File: config.mk
export PLATFORM = sky130hd
export DESIGN_NAME = dcc_cfg_regs
export DESIGN_NICKNAME = d
export VERILOG_FILES = /design/src/rtl/dcc_pkg.sv /design/src/rtl/dcc_cfg_regs.sv
export SDC_FILE = /design/constraint.sdc
export NUM_CORES = 1
export LEC_CHECK = 0
export ABC_CLOCK_PERIOD_IN_PS = 1240
export BUFFER_PORTS_ARGS = -buffer_cell sky130_fd_sc_hd__buf_2
export CORE_MARGIN = 2
export CORE_UTILIZATION = 51
export DETAILED_ROUTE_END_ITERATION = 16
export PLACE_DENSITY = 0.87
export SYNTH_ARGS = -nofsm -noshare
export SYNTH_HDL_FRONTEND = slang
export SYNTH_SLANG_ARGS = --single-unit
export TNS_END_PERCENT = 100
File: constraint.sdc
create_clock -name i_clk -period 1.24 [get_ports i_clk]
set_input_delay 0.062 -clock i_clk [delete_from_list [all_inputs] [get_ports i_clk]]
set_output_delay 0.062 -clock i_clk [all_outputs]
set_load 0.01 [all_outputs]
File: src/rtl/dcc_pkg.sv
package dcc_pkg;

    // code width of the converter (16 to 20)
    localparam int CODE_BITS = 20;
    // width of the code field in the packet and on the ports
    localparam int DATA_W    = 20;
    localparam int SH        = CODE_BITS - 1;
    localparam int GAIN_FRAC = 29;

    localparam logic [CODE_BITS-1:0] POS_FULL = CODE_BITS'((64'd1 << SH) - 64'd1);
    localparam logic [CODE_BITS-1:0] NEG_FULL = CODE_BITS'(64'd1 << SH);

    localparam logic [7:0] WRITE_CMD = 8'h10;

    // request actions
    localparam logic [1:0] ACT_SET   = 2'd0;
    localparam logic [1:0] ACT_RAW   = 2'd1;
    localparam logic [1:0] ACT_DEC   = 2'd2;
    localparam logic [1:0] ACT_UNDEF = 2'd3;

    // register map
    localparam int ADDR_W = 5;
    localparam logic [2:0] REG_UPPER = 3'd0;
    localparam logic [2:0] REG_LOWER = 3'd1;
    localparam logic [2:0] REG_GAIN  = 3'd2;
    localparam logic [2:0] REG_GINV  = 3'd3;
    localparam logic [2:0] REG_OFFS  = 3'd4;
    localparam logic [2:0] REG_FS    = 3'd5;

    // cycles from an accepted request to the edge that takes its result
    localparam int LATENCY = CODE_BITS + 11;

    typedef struct packed {
        logic valid;
        logic ok;
        logic with_packet;
        logic is_set;
    } t_ctl;

    typedef struct packed {
        logic signed [31:0] upper;
        logic signed [31:0] lower;
        logic signed [31:0] gain;
        logic signed [31:0] gain_inv;
        logic signed [31:0] offset;
        logic [30:0]        fs_mag;  // never zero
    } t_cfg;

endpackage

File: src/rtl/dcc_cfg_regs.sv
module dcc_cfg_regs (
    input  logic                       i_clk,
    input  logic                       i_rst_n,
    input  logic                       psel,
    input  logic                       penable,
    input  logic                       pwrite,
    input  logic [dcc_pkg::ADDR_W-1:0] paddr,
    input  logic [31:0]                pwdata,
    output logic [31:0]                prdata,
    output logic                       pready,
    output dcc_pkg::t_cfg              o_cfg
);
    import dcc_pkg::*;

    logic signed [31:0] r_upper, r_lower, r_gain, r_ginv, r_offs;
    logic [30:0]        r_fs;
    logic               w_wr;
    logic [2:0]         w_idx;

    assign pready = 1'b1;
    assign w_wr   = psel && penable && pwrite;
    assign w_idx  = paddr[4:2];

    // register writes
    always_ff @(posedge i_clk) begin
        if (!i_rst_n) begin
            r_upper <= 32'sd655360;
            r_lower <= -32'sd655360;
            r_gain  <= 32'sd536870912;
            r_ginv  <= 32'sd536870912;
            r_offs  <= 32'sd0;
            r_fs    <= 31'd655360;
        end else if (w_wr) begin
            case (w_idx)
                REG_UPPER: r_upper <= pwdata;
                REG_LOWER: r_lower <= pwdata;
                REG_GAIN:  r_gain  <= pwdata;
                REG_GINV:  r_ginv  <= pwdata;
                REG_OFFS:  r_offs  <= pwdata;
                REG_FS:    r_fs    <= pwdata[30:0];
                default: ;
            endcase
        end
    end

    // read back
    always_comb begin
        case (w_idx)
            REG_UPPER: prdata = r_upper;
            REG_LOWER: prdata = r_lower;
            REG_GAIN:  prdata = r_gain;
            REG_GINV:  prdata = r_ginv;
            REG_OFFS:  prdata = r_offs;
            REG_FS:    prdata = {1'b0, r_fs};
            default:   prdata = 32'd0;
        endcase
    end

    // zero full scale behaves as one
    always_comb begin
        o_cfg.upper    = r_upper;
        o_cfg.lower    = r_lower;
        o_cfg.gain     = r_gain;
        o_cfg.gain_inv = r_ginv;
        o_cfg.offset   = r_offs;
        o_cfg.fs_mag   = (r_fs == 31'd0) ? 31'd1 : r_fs;
    end

endmodule

Word-level counts from Yosys, hierarchy flattened
Cells that the tools add are included.
{ "totals": {"reg_bits": 191, "latch_bits": 0, "mem_bits_rw": 0, "romBits": 0, "inputBits": 42, "out_inout_bits": 224, "word_cells": 23, "mem_count": 0} }
{ "classes": {"addsub": 0, "mul": 0, "div_mod_pow": 0, "n_lt_le_gt_ge": 0, "eq_ne": 5, "shifts": 0, "n_mux": 2, "n_bitwise": 0, "reduce_logical": 10} }
{ "op_table": {"columns": ["cell", "n"], "rows": [
  ["case mux 32 bit (6 select lines)", 1],
  ["zero test 31 bit", 1],
  ["two-way mux 31 bit", 1],
  ["AND reduction 2 bit", 6],
  ["equality test 3 x 2 -> 1 bit (second input constant)", 2],
  ["equality test 3 bit (second input constant)", 2],
  ["equality test 3 x 1 -> 1 bit (second input constant)", 1],
  ["zero test 3 bit", 1],
  ["logical AND 1 bit", 2]
]} }

Longest topological paths before layout
{ "logic_depth": {"ltp_word": 3, "mapped_depth": 6, "depth_no_buf": 3} }

Worst setup path after synthesis
No wires, ideal clock.
{ "synth_path": {"kind": "input to register", "start": "in paddr[3] (netlist name)", "end": "reg r_lower[17]", "setup_time_ps": 137, "arrival_time_ps": 942, "required_time_ps": 1103, "setup_slack_ps": 161, "stages": 5, "path_buffers": 2, "path_cell_list": "buf_6 or3b_4 buf_6 o21ai_0 nand3_1"} }
{ "synth_between": {"elab_chain_cells": 2} }
{ "synth_rtl": {"columns": ["item", "line", "source"], "rows": [
  ["from (decl)", "dcc_cfg_regs.sv:7", "input logic [dcc_pkg::ADDR_W-1:0] paddr,"],
  ["equality test 3 x 1 -> 1 bit", "dcc_cfg_regs.sv:34", "case (w_idx)"],
  ["AND reduction 2 bit (no line)", null, null],
  ["to (signal assigned)", "dcc_cfg_regs.sv:28", "r_lower <= -32'sd655360;"],
  ["to (signal assigned)", "dcc_cfg_regs.sv:36", "REG_LOWER: r_lower <= pwdata;"],
  ["to (decl)", "dcc_cfg_regs.sv:15", "logic signed [31:0] r_upper, r_lower, r_gain, r_ginv, r_offs;"]
]} }
Every way passes these cells.
A chain may end at the register's enable or synchronous reset.

==> results.yml <==
outcome:
  outcome: "finished with violations"
  failed_checks: "setup timing"
worst_setup_path:
  path_class: "register to primary output"
  crit_required_ns: 1.18
  worstReg2RegStart: "r_fs[6]"
  cp_top_family: "simple AND/OR/NAND/NOR gates"
  cp-end-kind: "primary output"
  critPathLaunchType: "register"
  reg2reg_slack_ns: 0.34
  reg2regPathDepth: 4
  cp_cell_sequence: "nor4_4 > buf_4 > nand4_1 > o21bai_1 > buf_2"
  cp_data_arrival_time_ns: 1.73
  timing.rr.end: "r_fs[6]"
  cp_num_buf_inv: 2
  max_stage_delay_ns: 0.34
  cp_slowest_cell: "dfxtp_2"
  critPathMaxFanout: 2
power_and_ir_drop:
  netSwitchingFraction: 0.2711
  p_clk_frac: 0.406
  combPwrFrac: 0.120
  switching_power_mw: 3.557
  ir_worst_vdd_mv: 1.001
  p_seq_frac: 0.474
  finalPower_mw: 13.12
  internal-power_mw: 9.564
  power_density_mw_per_mm2: 1028
  power_leakage_nw: 5.143
synthesis:
  synth_top_area_frac: 0.4244
  yosys-top-cells-area: "dfxtp_1, nand3_1, o21ai_0"
  yosysWarnings: 0
  synth_flop_cell: "dfxtp_1"
  yosysMostFrequentCell: "nand3_1"
  synthesis.area_mm2: 0.009010
  syn_inst: 1074
  yosysUniqueCellTypes: 29
  synth_seq_cells: 191
  synth_edf_count: 0
  yosys-top-cells-count: "nand3_1, dfxtp_1, o21ai_0, a21boi_1, a22oi_1"
  seq_area_frac_synth: 0.4244
  synth_nets: 1116
  synth_top_cell_by_area: "dfxtp_1"
  async_flop_share: 0
  syn_avg_cell_area_um2: 8.389
min_path:
  min_delay_worst_endpoint: "r_ginv[12]"
  holdPathStages: 4
  min_from: "penable"
  min_path_type: "input pin to register"
layout:
  final_nets: 1411
  syn2layout_area_growth_pct: 41.72
  multi_input_area_mm2: 0.004674
  drive_gt1_frac: 0.3784
  ff_latch_area_mm2: 0.003870
  fill_cells: 1161
  antenna_cells: 0
  fin_cells: 1607
detailed_routing:
  drt-total-wl_mm: 37.02
  ant_nets: 0
  wire_per_inst_um: 23.04
  post_drt_via_cell_ratio: 6.633
  drc_errors: 0
  dr_total_vias: 10659
  drt-pass1-iter-count: 6
  drt_iter0_drc: 1293
global_routing:
  grt_pass1_wl_mm: 53.14
  grt_pass1_vias: 9665
  grt_usage: 0.3658
  grt_max_degree: 86
  grt.overflow.total: 0
  antenna_found_initial: 0
place:
  post-place-ws_ns: -0.2456
  hpwl_mm: 21.05
  dp.cells: 1498
  globalplace.congestion: 0.8535
  numPortBuffers: 262
floorplan:
  die_area_mm2: 0.01875
  die_y_um: 136.9
  io_pins: 266
  fp.dieW_um: 136.9
  start_util: 0.5209
  row_count: 48
  core_region_area_mm2: 0.01730
sta:
  rsz0062_at_grt: "true"
  setup_violations: 33
  worst_hold_slack_ns: 0.1109
  finalHoldViolations: 0
  maxSlewViolCount: 0
  max_freq_ghz: 0.5576
  fin_worst_skew_ns: 0
  setup_slack_ns: -0.5534
  period_needed_ns: 1.793
  period_share: 1.446
  setup-tns-final_ns: -3.884
run:
  max_cap_violations: 0
cts:
  clk_path_buf_depth: 2
  clock-sinks: 191
  clock-root-buffer: "clkbuf_16"
  cts.htree.levels: 4
  cts_made_buffers: 17
  clk-insertion-delay-late_ns: 0.44
  clk_pin_slew_ns: 0.07
  cts_tree: "built"
## per-layer routing
layer	wire [um]	track usage	share of wire
met5	0	0	0
met4	1817	0.1861	0.049
met3	4153	0.08074	0.11
met2	17450	0.5942	0.47
met1	13600	0.4567	0.37
## cells by family (layout without fill, tap and decap cells)
group                  count (synthesis)  in the layout  share of synthesized area
multiplexers                           1              1                   0.002499
other                                  1              1                  0.0004162
AO/OA/AOI/OAI                        457            457                     0.3275
buffers and inverters                157            465                    0.08804
AND/OR/NAND/NOR                      267            267                     0.1572
flip-flops                           191            191                     0.4244
## worst max path at each step
stage              from     endpoint  slack (ns)  cells after the start
2_1_floorplan  paddr[3]  r_lower[17]        0.16                      5
3_3_place_gp   r_fs[10]     o_cfg[0]       -0.27                      5
3_5_place_dp    r_fs[6]     o_cfg[0]       -0.25                      5
4_1_cts         r_fs[7]     o_cfg[0]       -0.54                      4
5_1_grt         r_fs[6]     o_cfg[0]       -0.63                      5
6_report        r_fs[6]     o_cfg[0]       -0.55                      5
## cells in the final DEF (no fill, tap or decap), types with 3 or more instances in the layout
| cell | synthesis | layout |
|---|---|---|
| a21boi_1 | 117 | 117 |
| nor4_1 | 7 | 4 |
| inv_6 | 0 | 3 |
| a22oi_1 | 93 | 51 |
| dfxtp_1 | 191 | 156 |
| buf_6 | 14 | 42 |
| buf_12 | 0 | 26 |
| clkinvlp_4 | 0 | 3 |
| a21boi_0 | 54 | 54 |
| buf_2 | 35 | 256 |
| dfxtp_2 | 0 | 34 |
| clkbuf_16 | 0 | 23 |
| inv_8 | 0 | 3 |
| nand3_1 | 243 | 241 |
| buf_16 | 0 | 5 |
| o21ai_0 | 180 | 179 |
| buf_4 | 13 | 63 |
| nor3b_4 | 0 | 3 |
| a22oi_2 | 0 | 42 |
| o21ai_1 | 12 | 13 |
| dlygate4sd3_1 | 0 | 33 |
## area by class of cell
type                       instances  share of cell area
clock inverter                    12            0.007937
sequential                       191              0.3031
inverter                           1           0.0002940
clock buffer                      20             0.03577
multi-input combinational        726              0.3661
timing repair buffer             432              0.2648
tap                              225             0.02205
## metrics by stage
stage | instance area [um2] | util
after floorplan | 9010 | -
after global placement | 10850 | 0.6275
after detailed placement | 10850 | 0.6275
after CTS | 12390 | 0.7162
after global routing | 12770 | 0.7382
final | 12770 | 0.7382
## what timing repair did
| item | 4_1_cts | 5_1_grt |
|---|---|---|
| setup buffers | 19 | 22 |
| endpoints found under the setup margin | 33 | 34 |
| cloned | 4 | 6 |
| endpoints found under the hold margin | 189 | 0 |
| resized for setup | 116 | 32 |
| hold buffers | 33 | 0 |
| pin swaps | 52 | 16 |
## power by group through the flow
stage	combinational (mW)	sequential [mW]	clock [mW]
floorplan	0.641	6.37	0
global placement	1.20	6.36	0
detailed placement	1.21	6.36	0
CTS	1.42	6.22	5.31
global route	1.63	6.23	5.54
finish	1.57	6.22	5.33
## registers in the layout, indices dropped and copies added (netlist names)
register and count:
r_fs 31, r_gain 32, r_ginv 32, r_lower 32, r_offs 32, r_upper 32
## worst register-to-register path, cell delays in order, from the launching register on
cell      delay [ns]
dfxtp_2         0.36
buf_4           0.12
buf_6           0.10
o21ai_0         0.06
a21boi_0        0.19
Power figures use the tool's default switching activity.
